--- config.mk ---
export PLATFORM = sky130hd
export DESIGN_NAME = trapezoid_integral_of_square
export DESIGN_NICKNAME = d
export VERILOG_FILES = /design/src/design/tis_pkg.sv /design/src/design/tis_useq.sv /design/src/design/tis_datapath.sv /design/src/design/trapezoid_integral_of_square.sv
export SDC_FILE = /design/constraint.sdc
export NUM_CORES = 2
export LEC_CHECK = 0
export BUFFER_PORTS_ARGS = -buffer_cell sky130_fd_sc_hd__buf_2
export CAP_MARGIN = 20
export CORE_ASPECT_RATIO = 0.6
export CORE_UTILIZATION = 36
export DETAILED_ROUTE_END_ITERATION = 12
export PLACE_DENSITY = 0.62
export SYNTH_ARGS = -nofsm -noshare
export SYNTH_HDL_FRONTEND = slang
export SYNTH_SLANG_ARGS = --single-unit
--- constraint.sdc ---
create_clock -name clk_i -period 18.3 [get_ports clk_i]
set_clock_uncertainty 0.05 [all_clocks]
set_input_delay 3.66 -clock clk_i [delete_from_list [all_inputs] [get_ports clk_i]]
set_output_delay 3.66 -clock clk_i [all_outputs]
set_load 0.03 [all_outputs]
--- src/design/tis_pkg.sv ---
`timescale 1ns / 1ps
package tis_pkg;

  localparam int FRAC_BITS = 16;
  localparam int W_IN      = 26;
  localparam int W_N       = 12;
  localparam int W_IN_DATA = 2 * W_IN + W_N;
  localparam int DIV_BITS  = W_IN + 1;
  localparam int DIV_CNT_W = $clog2(DIV_BITS);
  localparam int W_SQ      = 2 * DIV_BITS;
  localparam int W_S       = 64;
  localparam int W_HALF    = W_S / 2;
  localparam int W_PP      = DIV_BITS + W_HALF;
  localparam int W_FULL    = DIV_BITS + W_S;
  localparam int OUT_SHIFT = 2 * FRAC_BITS + 1;
  localparam int W_OUT     = 64;
  localparam int PC_W      = 4;

  typedef enum logic [3:0] {
    OP_IDLE,
    OP_DIV_INIT,
    OP_DIV_STEP,
    OP_DIV_END,
    OP_SQ_LO,
    OP_SQ_UP,
    OP_ACC_UP,
    OP_PRIME,
    OP_LOOP,
    OP_MUL_LO,
    OP_MUL_HI,
    OP_COMBINE,
    OP_ROUND,
    OP_SIGN,
    OP_ERR
  } op_e;

  typedef enum logic [2:0] {
    COND_NEXT,
    COND_START,
    COND_DIV_MORE,
    COND_I_DONE,
    COND_I_MORE,
    COND_OUT_WAIT
  } cond_e;

  localparam logic [PC_W-1:0] PC_IDLE     = PC_W'(0);
  localparam logic [PC_W-1:0] PC_DIV_STEP = PC_W'(2);
  localparam logic [PC_W-1:0] PC_LOOP     = PC_W'(8);
  localparam logic [PC_W-1:0] PC_MUL_LO   = PC_W'(9);
  localparam logic [PC_W-1:0] PC_ERR      = PC_W'(14);

  typedef struct packed {
    op_e             op;
    cond_e           cond;
    logic [PC_W-1:0] target;
  } uword_t;

  typedef struct packed {
    op_e op;
  } ctrl_t;

  typedef struct packed {
    logic start;     // input transaction this cycle
    logic n_zero;    // its step count is zero
    logic div_more;  // divider has iterations left
    logic i_done;    // all interior points issued
    logic out_busy;  // output register full and stalled
  } status_t;

  // Microprogram: one control word per step.
  function automatic uword_t ucode_rom(input logic [PC_W-1:0] pc);
    uword_t w;
    unique case (pc)
      PC_W'(0):  w = '{OP_IDLE,     COND_START,    PC_ERR};
      PC_W'(1):  w = '{OP_DIV_INIT, COND_NEXT,     PC_IDLE};
      PC_W'(2):  w = '{OP_DIV_STEP, COND_DIV_MORE, PC_DIV_STEP};
      PC_W'(3):  w = '{OP_DIV_END,  COND_NEXT,     PC_IDLE};
      PC_W'(4):  w = '{OP_SQ_LO,    COND_NEXT,     PC_IDLE};
      PC_W'(5):  w = '{OP_SQ_UP,    COND_NEXT,     PC_IDLE};
      PC_W'(6):  w = '{OP_ACC_UP,   COND_NEXT,     PC_IDLE};
      PC_W'(7):  w = '{OP_PRIME,    COND_I_DONE,   PC_MUL_LO};
      PC_W'(8):  w = '{OP_LOOP,     COND_I_MORE,   PC_LOOP};
      PC_W'(9):  w = '{OP_MUL_LO,   COND_NEXT,     PC_IDLE};
      PC_W'(10): w = '{OP_MUL_HI,   COND_NEXT,     PC_IDLE};
      PC_W'(11): w = '{OP_COMBINE,  COND_NEXT,     PC_IDLE};
      PC_W'(12): w = '{OP_ROUND,    COND_NEXT,     PC_IDLE};
      PC_W'(13): w = '{OP_SIGN,     COND_OUT_WAIT, PC_IDLE};
      PC_W'(14): w = '{OP_ERR,      COND_OUT_WAIT, PC_IDLE};
      default:   w = '{OP_IDLE,     COND_START,    PC_ERR};
    endcase
    return w;
  endfunction

endpackage

--- src/design/tis_useq.sv ---
`timescale 1ns / 1ps
module tis_useq (
  input  logic              clk_i,
  input  logic              rst_ni,
  input  tis_pkg::status_t  status_i,
  output tis_pkg::ctrl_t    ctrl_o
);
  import tis_pkg::*;

  logic [PC_W-1:0] pc_q, pc_d;
  uword_t          uw;

  assign uw        = ucode_rom(pc_q);
  assign ctrl_o.op = uw.op;

  always_comb begin
    pc_d = pc_q + PC_W'(1);
    unique case (uw.cond)
      COND_NEXT: ;
      COND_START: begin
        if (!status_i.start) begin
          pc_d = pc_q;
        end else if (status_i.n_zero) begin
          pc_d = uw.target;
        end
      end
      COND_DIV_MORE: begin
        if (status_i.div_more) pc_d = uw.target;
      end
      COND_I_DONE: begin
        if (status_i.i_done) pc_d = uw.target;
      end
      COND_I_MORE: begin
        if (!status_i.i_done) pc_d = uw.target;
      end
      COND_OUT_WAIT: begin
        pc_d = status_i.out_busy ? pc_q : uw.target;
      end
      default: pc_d = PC_IDLE;
    endcase
  end

  always_ff @(posedge clk_i or negedge rst_ni) begin
    if (!rst_ni) begin
      pc_q <= PC_IDLE;
    end else begin
      pc_q <= pc_d;
    end
  end

endmodule

--- src/design/tis_datapath.sv ---
`timescale 1ns / 1ps
module tis_datapath (
  input  logic                            clk_i,
  input  logic                            rst_ni,
  input  tis_pkg::ctrl_t                  ctrl_i,
  output tis_pkg::status_t                status_o,
  input  logic                            s_tvalid_i,
  output logic                            s_tready_o,
  input  logic [tis_pkg::W_IN_DATA-1:0]   s_tdata_i,
  output logic                            m_tvalid_o,
  input  logic                            m_tready_i,
  output logic [tis_pkg::W_OUT-1:0]       m_tdata_o,
  output logic                            m_tuser_o
);
  import tis_pkg::*;

  op_e                  op;
  logic                 accept;
  logic                 out_busy;
  logic                 out_load;
  logic [W_N-1:0]       in_n;

  logic [W_IN-1:0]      lo_q, up_q;
  logic [W_N-1:0]       n_q;
  logic [DIV_BITS-1:0]  quo_q, hmag_q, h_q, x_q;
  logic [W_N-1:0]       div_rem_q;
  logic [DIV_CNT_W-1:0] div_cnt_q;
  logic                 dneg_q, neg_q;
  logic [W_N-1:0]       i_q;
  logic [W_SQ-1:0]      p_q;
  logic [W_S-1:0]       s_q;
  logic [W_PP-1:0]      pp_lo_q, pp_hi_q;
  logic [W_FULL-1:0]    full_q;
  logic                 sticky_q;
  logic [W_OUT-1:0]     q_q;
  logic                 m_valid_q;
  logic [W_OUT-1:0]     integral_q;
  logic                 error_q;

  logic [DIV_BITS-1:0]  lo_ext, up_ext, diff, diff_mag, xmag;
  logic [W_N:0]         div_sh, div_sub;
  logic                 div_ge;
  logic [W_SQ-1:0]      sq;
  logic [W_HALF-1:0]    s_half;
  logic [W_PP-1:0]      pp;
  logic [W_FULL-1:0]    full_sum;

  assign op         = ctrl_i.op;
  assign s_tready_o = (op == OP_IDLE);
  assign accept     = s_tvalid_i && s_tready_o;
  assign in_n       = s_tdata_i[2*W_IN +: W_N];
  assign out_busy   = m_valid_q && !m_tready_i;
  assign out_load   = ((op == OP_SIGN) || (op == OP_ERR)) && !out_busy;

  assign status_o.start    = accept;
  assign status_o.n_zero   = (in_n == '0);
  assign status_o.div_more = (div_cnt_q != DIV_CNT_W'(DIV_BITS - 1));
  assign status_o.i_done   = (i_q == n_q);
  assign status_o.out_busy = out_busy;

  assign lo_ext   = {lo_q[W_IN-1], lo_q};
  assign up_ext   = {up_q[W_IN-1], up_q};
  assign diff     = up_ext - lo_ext;
  assign diff_mag = diff[DIV_BITS-1] ? (~diff + DIV_BITS'(1)) : diff;

  // restoring divide, one quotient bit per step
  assign div_sh  = {div_rem_q, quo_q[DIV_BITS-1]};
  assign div_ge  = (div_sh >= {1'b0, n_q});
  assign div_sub = div_sh - {1'b0, n_q};

  assign xmag = x_q[DIV_BITS-1] ? (~x_q + DIV_BITS'(1)) : x_q;
  assign sq   = xmag * xmag;

  // |h| * s split into two 32-bit halves of s
  assign s_half   = (op == OP_MUL_LO) ? s_q[W_HALF-1:0] : s_q[W_S-1:W_HALF];
  assign pp       = hmag_q * s_half;
  assign full_sum = W_FULL'(pp_lo_q) + {pp_hi_q, W_HALF'(0)};

  always_ff @(posedge clk_i or negedge rst_ni) begin
    if (!rst_ni) begin
      m_valid_q <= 1'b0;
      div_cnt_q <= '0;
      i_q       <= '0;
    end else begin
      if (out_load) begin
        m_valid_q <= 1'b1;
      end else if (m_valid_q && m_tready_i) begin
        m_valid_q <= 1'b0;
      end
      if (op == OP_DIV_INIT) div_cnt_q <= '0;
      if (op == OP_DIV_STEP) div_cnt_q <= div_cnt_q + DIV_CNT_W'(1);
      if (op == OP_ACC_UP) i_q <= W_N'(1);
      if (((op == OP_PRIME) || (op == OP_LOOP)) && !status_o.i_done) begin
        i_q <= i_q + W_N'(1);
      end
    end
  end

  always_ff @(posedge clk_i) begin
    unique case (op)
      OP_IDLE: begin
        if (accept) begin
          lo_q <= s_tdata_i[0 +: W_IN];
          up_q <= s_tdata_i[W_IN +: W_IN];
          n_q  <= in_n;
        end
      end
      OP_DIV_INIT: begin
        quo_q     <= diff_mag;
        div_rem_q <= '0;
        dneg_q    <= diff[DIV_BITS-1];
      end
      OP_DIV_STEP: begin
        quo_q     <= {quo_q[DIV_BITS-2:0], div_ge};
        div_rem_q <= div_ge ? div_sub[W_N-1:0] : div_sh[W_N-1:0];
      end
      OP_DIV_END: begin
        hmag_q <= quo_q;
        h_q    <= dneg_q ? (~quo_q + DIV_BITS'(1)) : quo_q;
        neg_q  <= dneg_q;
        x_q    <= lo_ext;
      end
      OP_SQ_LO: begin
        p_q <= sq;
        s_q <= '0;
        x_q <= up_ext;
      end
      OP_SQ_UP: begin
        s_q <= s_q + W_S'(p_q);
        p_q <= sq;
      end
      OP_ACC_UP: begin
        s_q <= s_q + W_S'(p_q);
        x_q <= lo_ext + h_q;
      end
      OP_PRIME: begin
        if (!status_o.i_done) begin
          p_q <= sq;
          x_q <= x_q + h_q;
        end
      end
      OP_LOOP: begin
        // interior points count twice
        s_q <= s_q + W_S'({p_q, 1'b0});
        if (!status_o.i_done) begin
          p_q <= sq;
          x_q <= x_q + h_q;
        end
      end
      OP_MUL_LO: pp_lo_q <= pp;
      OP_MUL_HI: pp_hi_q <= pp;
      OP_COMBINE: begin
        full_q   <= full_sum;
        sticky_q <= |full_sum[OUT_SHIFT-1:0];
      end
      OP_ROUND: begin
        // floor of a negative value: bump the magnitude when bits fall off
        q_q <= W_OUT'(full_q[W_FULL-1:OUT_SHIFT]) + W_OUT'(neg_q & sticky_q);
      end
      OP_SIGN: begin
        if (!out_busy) begin
          integral_q <= neg_q ? (~q_q + W_OUT'(1)) : q_q;
          error_q    <= 1'b0;
        end
      end
      OP_ERR: begin
        if (!out_busy) begin
          integral_q <= '0;
          error_q    <= 1'b1;
        end
      end
      default: ;
    endcase
  end

  assign m_tvalid_o = m_valid_q;
  assign m_tdata_o  = integral_q;
  assign m_tuser_o  = error_q;

endmodule

--- src/design/trapezoid_integral_of_square.sv ---
`timescale 1ns / 1ps
// Channel   Dir  tdata (low bit up)                               tuser
// s_axis    in   lower_bound[25:0] upper_bound[51:26] step_count[63:52]  -
// m_axis    out  integral[63:0]                                   error[0]
//
// A request needs h from the 27 iterations of the restoring divider and one
// pass per interior point through the single 27x27 squarer in the microcode loop.
// Reset (asynchronous, active low) returns the step counter to idle and empties
// the result register. A stalled result holds; the next request is taken while
// it waits, and the program waits at its last step until the register is free.
module trapezoid_integral_of_square (
  input  logic                          clk_i,
  input  logic                          rst_ni,
  input  logic                          s_axis_tvalid,
  output logic                          s_axis_tready,
  // lower_bound, upper_bound, step_count
  input  logic [tis_pkg::W_IN_DATA-1:0] s_axis_tdata,
  output logic                          m_axis_tvalid,
  input  logic                          m_axis_tready,
  // integral
  output logic [tis_pkg::W_OUT-1:0]     m_axis_tdata,
  // error
  output logic                          m_axis_tuser
);
  import tis_pkg::*;

  ctrl_t   ctrl;
  status_t status;

  tis_useq u_useq (
    .clk_i    (clk_i),
    .rst_ni   (rst_ni),
    .status_i (status),
    .ctrl_o   (ctrl)
  );

  tis_datapath u_dp (
    .clk_i      (clk_i),
    .rst_ni     (rst_ni),
    .ctrl_i     (ctrl),
    .status_o   (status),
    .s_tvalid_i (s_axis_tvalid),
    .s_tready_o (s_axis_tready),
    .s_tdata_i  (s_axis_tdata),
    .m_tvalid_o (m_axis_tvalid),
    .m_tready_i (m_axis_tready),
    .m_tdata_o  (m_axis_tdata),
    .m_tuser_o  (m_axis_tuser)
  );

endmodule

# Yosys cells after proc, flatten, opt, wreduce, memory -nomap -nowiden
# Memories as Yosys holds them, arrays and structs flattened.
# Index checks and enable logic that the tools add are counted.
dict set report op_classes {
  add_sub_neg 15
  multipliers 2
  magnitude_cmp 1
  n_eq_ne 26
  muxes 32
  bitwise_logic 5
  reduce_logical 29
}
# op n
set ops {}
lappend ops {{$mux W64} 3}
lappend ops {{$pmux W64 S3} 1}
lappend ops {{$pmux W64 S2} 1}
lappend ops {{$mux W27} 4}
lappend ops {{$pmux W27 S4} 1}
lappend ops {{$pmux W54 S2} 1}
lappend ops {{$add A59 B91 Y91} 1}
lappend ops {{$add A27 B1 Y27 const B} 3}
lappend ops {{$not A27 Y27} 3}
lappend ops {{$add A58 B64 Y64} 1}
lappend ops {{$add A64 B1 Y64 const B} 1}
lappend ops {{$add A64 B54 Y64} 1}
lappend ops {{$add A64 B55 Y64} 1}
lappend ops {{$not A64 Y64} 1}
lappend ops {{$mul A27 B32 Y59} 1}
lappend ops {{$add A27 B27 Y27} 2}
lappend ops {{$mul A27 B27 Y54} 1}
lappend ops {{$mux W54} 1}
lappend ops {{$pmux W27 S2} 1}
lappend ops {{$mux W12} 3}
lappend ops {{$reduce_or A33 Y1} 1}
lappend ops {{$mux W32} 1}
lappend ops {{$eq A4 B4 Y1 const B} 7}
lappend ops {{$sub A26 B26 Y27} 1}
lappend ops {{other kinds (34)} 68}
dict set report word_totals {
  regBits 665
  rom_bits 176
  input_bits 68
  output_inout_bits 67
  word_cells 134
  mem_count 1
}
# name depth width read_ports rd_clocked_by_memory_dff write_ports line
set mem_list {}
lappend mem_list {{(name not given)} 16 11 1 0 0 tis_pkg.sv:73} ;# unique case (pc)

# Logic depth before layout (Yosys ltp)
dict set report logic_depth {
  ltp_word 6
  depth_mapped 38
  depth_no_buf 35
}

# By module
# From an unflattened synthesis, not the netlist that was laid out.
dict set report unflattened {
  cells_unflattened 8801
  hier_area_um2 84252.1
}
# mod instances cells_each area_per_inst_um2 seq_area_each_um2
set modules_own_cells {}
lappend modules_own_cells {tis_datapath 1 8694 83390.0 18557.8}
lappend modules_own_cells {tis_useq 1 107 862.1 100.1}

# Worst setup path after synthesis
# OpenSTA, ideal clock, no wires.
dict set report synth_path {
  kind {flip-flop to flip-flop}
  from {register u_useq.pc_q[0]}
  to {register u_dp.pp_hi_q[55] (data pin)}
  setup_time_ns 0.265
  arrival_time_ns 10.597
  required_ns 17.985
  setup_slack_ns 7.387
  stages_incl_launch_ff 31
  path_buffers 3
  synth_period_minus_slack_ns 10.913
  cell_sequence {dfrtp_1 -> inv_1 -> nor3_1 -> clkbuf_1 -> clkbuf_1 -> mux2_2 -> clkbuf_1 -> nand2_1 -> fa_1 -> inv_1 -> fa_1 -> inv_1 -> fa_1 -> inv_1 -> fa_1 -> inv_1 -> fa_1 -> inv_1 -> fa_1 -> fa_1 -> ha_1 -> nand4_1 -> a2111oi_0 -> o21ai_0 -> a31oi_1 -> a31oi_1 -> o21ai_0 -> a21oi_1 -> o31ai_1 -> nor4_1 -> a311o_1}
}
dict set report synth_via {
  elab_chain_cells 4
}
# element line
set synth_rtl {}
lappend synth_rtl {{from (decl)} tis_useq.sv:10} ;# logic [PC_W-1:0] pc_q, pc_d;
lappend synth_rtl {{from (signal assigned)} tis_useq.sv:47} ;# pc_q <= pc_d;
lappend synth_rtl {{$mem_v2 Z16 W11} n/a}
lappend synth_rtl {{$eq A4 B4 Y1} tis_datapath.sv:75} ;# assign s_half = (op == OP_MUL_LO) ? s_q[W_HALF-1:0] : s_q[W_S-1:W_HALF];
lappend synth_rtl {{$mux W32} tis_datapath.sv:75}
lappend synth_rtl {{$mul A27 B32 Y59} tis_datapath.sv:76} ;# assign pp = hmag_q * s_half;
lappend synth_rtl {{named net u_dp.pp[55]} tis_datapath.sv:45} ;# logic [W_PP-1:0] pp;
lappend synth_rtl {{to (signal assigned)} tis_datapath.sv:151} ;# OP_MUL_HI: pp_hi_q <= pp;
lappend synth_rtl {{to (decl)} tis_datapath.sv:32} ;# logic [W_PP-1:0] pp_lo_q, pp_hi_q;
# The timed path passes the listed nets, and every way through them passes these cells.
# A chain may end at the register's enable or synchronous reset.

# Final worst setup path
dict set report layout_path {
  from {register u_dp.x_q[0]}
  to {register u_dp.p_q[49] (data pin)}
}
dict set report layout_via {
  elab_chain_cells 6
}
# element line
set layout_rtl {}
lappend layout_rtl {{from (decl)} tis_datapath.sv:25} ;# logic [DIV_BITS-1:0] quo_q, hmag_q, h_q, x_q;
lappend layout_rtl {{from (signal assigned)} tis_datapath.sv:121} ;# x_q <= lo_ext;
lappend layout_rtl {{from (signal assigned)} tis_datapath.sv:126} ;# x_q <= up_ext;
lappend layout_rtl {{from (signal assigned)} tis_datapath.sv:134} ;# x_q <= lo_ext + h_q;
lappend layout_rtl {{$not A27 Y27} tis_datapath.sv:71} ;# assign xmag = x_q[DIV_BITS-1] ? (~x_q + DIV_BITS'(1)) : x_q;
lappend layout_rtl {{$add A27 B1 Y27} tis_datapath.sv:71}
lappend layout_rtl {{$mux W27 *} tis_datapath.sv:71}
lappend layout_rtl {{$mul A27 B27 Y54 *} tis_datapath.sv:72} ;# assign sq = xmag * xmag;
lappend layout_rtl {{named net u_dp.sq[49]} tis_datapath.sv:43} ;# logic [W_SQ-1:0] sq;
lappend layout_rtl {{$mux W54} {tis_datapath.sv:137, tis_datapath.sv:145}}
lappend layout_rtl {{$pmux W54 S2 *} tis_datapath.sv:100} ;# unique case (op)
lappend layout_rtl {{to (signal assigned)} tis_datapath.sv:130} ;# p_q <= sq;
lappend layout_rtl {{to (signal assigned)} tis_datapath.sv:138} ;# p_q <= sq;
lappend layout_rtl {{to (signal assigned)} tis_datapath.sv:146} ;# p_q <= sq;
lappend layout_rtl {{to (decl)} tis_datapath.sv:30} ;# logic [W_SQ-1:0] p_q;
# The timed path passes the listed nets; every way through them passes the cells marked *. The select of a mux whose other input is x is not followed.

==> reports/qor.tcl <==
set qor(outcome) {completed}
set qor(mappedNetlistArea_mm2) 0.0846
set qor(slew_violations) 0
set qor(max-clock-path-buffers) 3
set qor(tightest_slew_ns) 1.17
set qor(hold_path_end) {u_dp.i_q[11]$_DFFE_PN0P_}
set qor(clk_latency_ns) 0.71
set qor(grt_pass1_vias) 64700
set qor(synth_warnings) 0
set qor(pin_count_of_the_biggest_net_entering_global_routing) 64
set qor(clock_root_buffer) {sky130_fd_sc_hd__clkbuf_16}
set qor(worst_path_max_delay_cell) {sky130_fd_sc_hd__clkinv_1}
set qor(r2r_cells) 34
set qor(cts_num_sinks) 625
set qor(post-cts-setup-buffer-count) 0
set qor(num-nets-final) 10800
set qor(worstHoldStart) {u_dp.i_q[11]$_DFFE_PN0P_}
set qor(numCtsBuffers) 60
set qor(maximum_cell_stage_delay_along_the_critical_path_ns) 0.83
set qor(crit_family) {adder cells}
set qor(die_h_um) 378
set qor(synthFlopType) {sky130_fd_sc_hd__edfxtp_1}
set qor(worst_setup_hold_path_clk_slew_ns) 0.07
set qor(post_synth_inst_count) 8863
set qor(critical_path.max_fanout) 18
set qor(globalRoute.totalOverflow) 0
set qor(fmaxAchievable_mhz) 82.6
set qor(final_layout_size_suffix_gt1_frac) 0.0507
set qor(startpoint_types) {flip-flop}
set qor(vias) 64400
set qor(path_buf_inv) 9
set qor(portBuffers) 134
set qor(die_area_mm2) 0.237
set qor(period_share) 0.662
set qor(worst_setup_end_kind) {flip-flop}
set qor(grt_first_pass_wirelength_um) 406000
set qor(max_slew_margin) 0.214
set qor(setup_viol_count_final) 0
set qor(layout-area-overhead-vs-synth_pct) 7.54
set qor(final_critical_delay_including_setup_and_external_delays_ns) 12.11
set qor(wl_um) 269000
set qor(fp-row-count) 137
set qor(cts-hold-fix-buffers) 0
set qor(post-synth-top-area-cell) {sky130_fd_sc_hd__fa_1}
set qor(final.fill_count) 23000
set qor(timing.rr.end) {u_dp.p_q[49]$_DFFE_PP_}
set qor(ys_types) 93
set qor(sequential_cell_area_mm2) 0.0187
set qor(tritoncts) {yes}
set qor(post_synthesis_sequential_element_count) 625
set qor(first_iter_violations) 6784
set qor(synth_seq_area_share) 0.220
set qor(postRouteAntennaNets) 0
set qor(cp.arrival_ns) 12.46
set qor(post-route-drc-count) 0
set qor(synth_commonest_cells) {1,733 x sky130_fd_sc_hd__inv_1, 1,307 x sky130_fd_sc_hd__fa_1, 1,115 x sky130_fd_sc_hd__nand2_1}
set qor(worst_min_delay_path_category) {flip-flop to flip-flop}
set qor(worst_r2r_startpoint) {u_dp.x_q[0]$_DFFE_PP_}
set qor(timing.setup.tns_ns) 0
set qor(start_util) 0.363
set qor(multi_input_area_mm2) 0.0584
set qor(maxCapViolations) 0
set qor(die_w_um) 628
set qor(ff2ff_setup_slack_ns) 6.19
set qor(routed_wire_length_per_instance_um) 22.3
set qor(antenna_found_initial) 14
set qor(leading_post_synthesis_cells_by_cell_area) {sky130_fd_sc_hd__fa_1 31%, sky130_fd_sc_hd__edfxtp_1 21%, sky130_fd_sc_hd__ha_1 9.0%}
set qor(number_of_enable_type_register_cells_in_the_synthesized_netlist) 603
set qor(hold_violations) 0
set qor(grt.total_usage) 0.225
set qor(rsz0062_at_grt) {false}
set qor(synthesis.area_per_instance_um2) 9.55
set qor(gp_routability_congestion) 0.987
set qor(dpl.hpwl_um) 216000
set qor(core-area_mm2) 0.233
set qor(required_ns) 18.65
set qor(synth.most_common_cell) {sky130_fd_sc_hd__inv_1}
set qor(detail_route.first_pass.iterations) 6
set qor(ctsResizeCount) 0
set qor(synthDominantCellAreaShare) 0.309
set qor(critPathKind) {flip-flop to flip-flop}
set qor(io_pins) 135
set qor(cts_htree_levels) 2
set qor(count_of_cells_along_the_worst_hold_path) 1
set qor(critical_path.most_common_cell) {sky130_fd_sc_hd__fa_1}
set qor(ys_async_sr_fraction) 0.0352
set qor(via_per_inst) 5.35
==> cell usage in the layout, fill, tap and decap left out, types with 44 or more instances in the layout <==
| master | count |
|---|---|
| sky130_fd_sc_hd__o22ai_1 | 55 |
| sky130_fd_sc_hd__xnor2_1 | 318 |
| sky130_fd_sc_hd__buf_4 | 102 |
| sky130_fd_sc_hd__inv_1 | 1733 |
| sky130_fd_sc_hd__nand3_1 | 128 |
| sky130_fd_sc_hd__o21ai_0 | 294 |
| sky130_fd_sc_hd__o21a_1 | 44 |
| sky130_fd_sc_hd__edfxtp_1 | 603 |
| sky130_fd_sc_hd__fa_1 | 1307 |
| sky130_fd_sc_hd__buf_2 | 134 |
| sky130_fd_sc_hd__and3_1 | 63 |
| sky130_fd_sc_hd__clkbuf_16 | 60 |
| sky130_fd_sc_hd__nand4_1 | 81 |
| sky130_fd_sc_hd__nor3_1 | 65 |
| sky130_fd_sc_hd__ha_1 | 606 |
| sky130_fd_sc_hd__xor2_1 | 183 |
| sky130_fd_sc_hd__a21oi_1 | 323 |
| sky130_fd_sc_hd__nand2_1 | 1113 |
| sky130_fd_sc_hd__nor2_1 | 442 |
| sky130_fd_sc_hd__nand2b_1 | 55 |
| sky130_fd_sc_hd__a31oi_1 | 47 |
| sky130_fd_sc_hd__a21o_1 | 165 |
| sky130_fd_sc_hd__and2_1 | 241 |
| sky130_fd_sc_hd__o31ai_1 | 49 |
==> per-stage QoR <==
step	instance area, um^2	hold slack (ns)	cells	setup WS [ns]	util
after detailed placement	89000	0.448	11900	6.61	0.382
after global placement	89000	0.446	11900	5.60	0.382
after CTS	91000	0.458	12000	6.44	0.391
after global routing	91000	0.506	12000	5.72	0.391
after floorplan	84700	0.374	8881	7.39	-
final	91000	0.458	12000	6.19	0.391
==> layer usage <==
| layer | up-vias | wire length (um) | track usage |
|---|---|---|---|
| met5 | - | 76 | 0 |
| met4 | 12 | 5000 | 0.0387 |
| met3 | 265 | 34500 | 0.0723 |
| met2 | 3006 | 101000 | 0.294 |
| met1 | 32700 | 129000 | 0.356 |
| li1 | 28500 | - | - |
==> flip-flops by register name, summed over array words and instances, names as in the netlist, 12 cells and up <==
signal and count:
u_dp.div_rem_q 12, u_dp.full_q 58, u_dp.h_q 27, u_dp.hmag_q 26, u_dp.i_q 12, u_dp.lo_q 26, u_dp.m_tdata_o 64, u_dp.n_q 12
u_dp.p_q 53, u_dp.pp_hi_q 59, u_dp.pp_lo_q 59, u_dp.q_q 59, u_dp.quo_q 27, u_dp.s_q 64, u_dp.up_q 26, u_dp.x_q 27
==> kinds of logic (layout without fill, tap and decap cells) <==
group | Yosys count | after routing | synth area share
xor+xnor | 507 | 507 | 0.0525
other cells | 2 | 22 | 0.0000887
flops | 625 | 625 | 0.220
fa+ha+maj | 1913 | 1913 | 0.399
buf+inv | 2065 | 2091 | 0.0918
compound gates | 1299 | 1299 | 0.0989
mux | 41 | 41 | 0.00535
simple gates | 2411 | 2411 | 0.132
==> layout make-up <==
| class | instances | share of cell area |
|---|---|---|
| multi-input combinational | 6191 | 0.642 |
| sequential | 625 | 0.205 |
| inverter | 1740 | 0.0718 |
| tap | 3127 | 0.0430 |
| clock buffer | 68 | 0.0168 |
| timing repair buffer | 238 | 0.0160 |
| clock inverter | 45 | 0.00544 |
| antenna | 2 | 0.0000550 |
==> worst max path at each step <==
stage                                     from                    endpoint  slack, ns  cells after the start
detailed placement       u_dp.x_q[0]$_DFFE_PP_      u_dp.p_q[49]$_DFFE_PP_       6.61                     34
global placement         u_dp.x_q[0]$_DFFE_PP_      u_dp.p_q[49]$_DFFE_PP_       5.60                     33
CTS                      u_dp.x_q[0]$_DFFE_PP_      u_dp.p_q[49]$_DFFE_PP_       6.44                     34
finish                   u_dp.x_q[0]$_DFFE_PP_      u_dp.p_q[49]$_DFFE_PP_       6.19                     34
floorplan           u_useq.pc_q[0]$_DFFE_PN0P_  u_dp.pp_hi_q[55]$_DFFE_PN_       7.39                     30
global route             u_dp.x_q[0]$_DFFE_PP_      u_dp.p_q[49]$_DFFE_PP_       5.72                     34
Power is left out: the tool's default activity adds up to more than one toggle a clock period on the data nets, which glitch-free logic cannot reach.
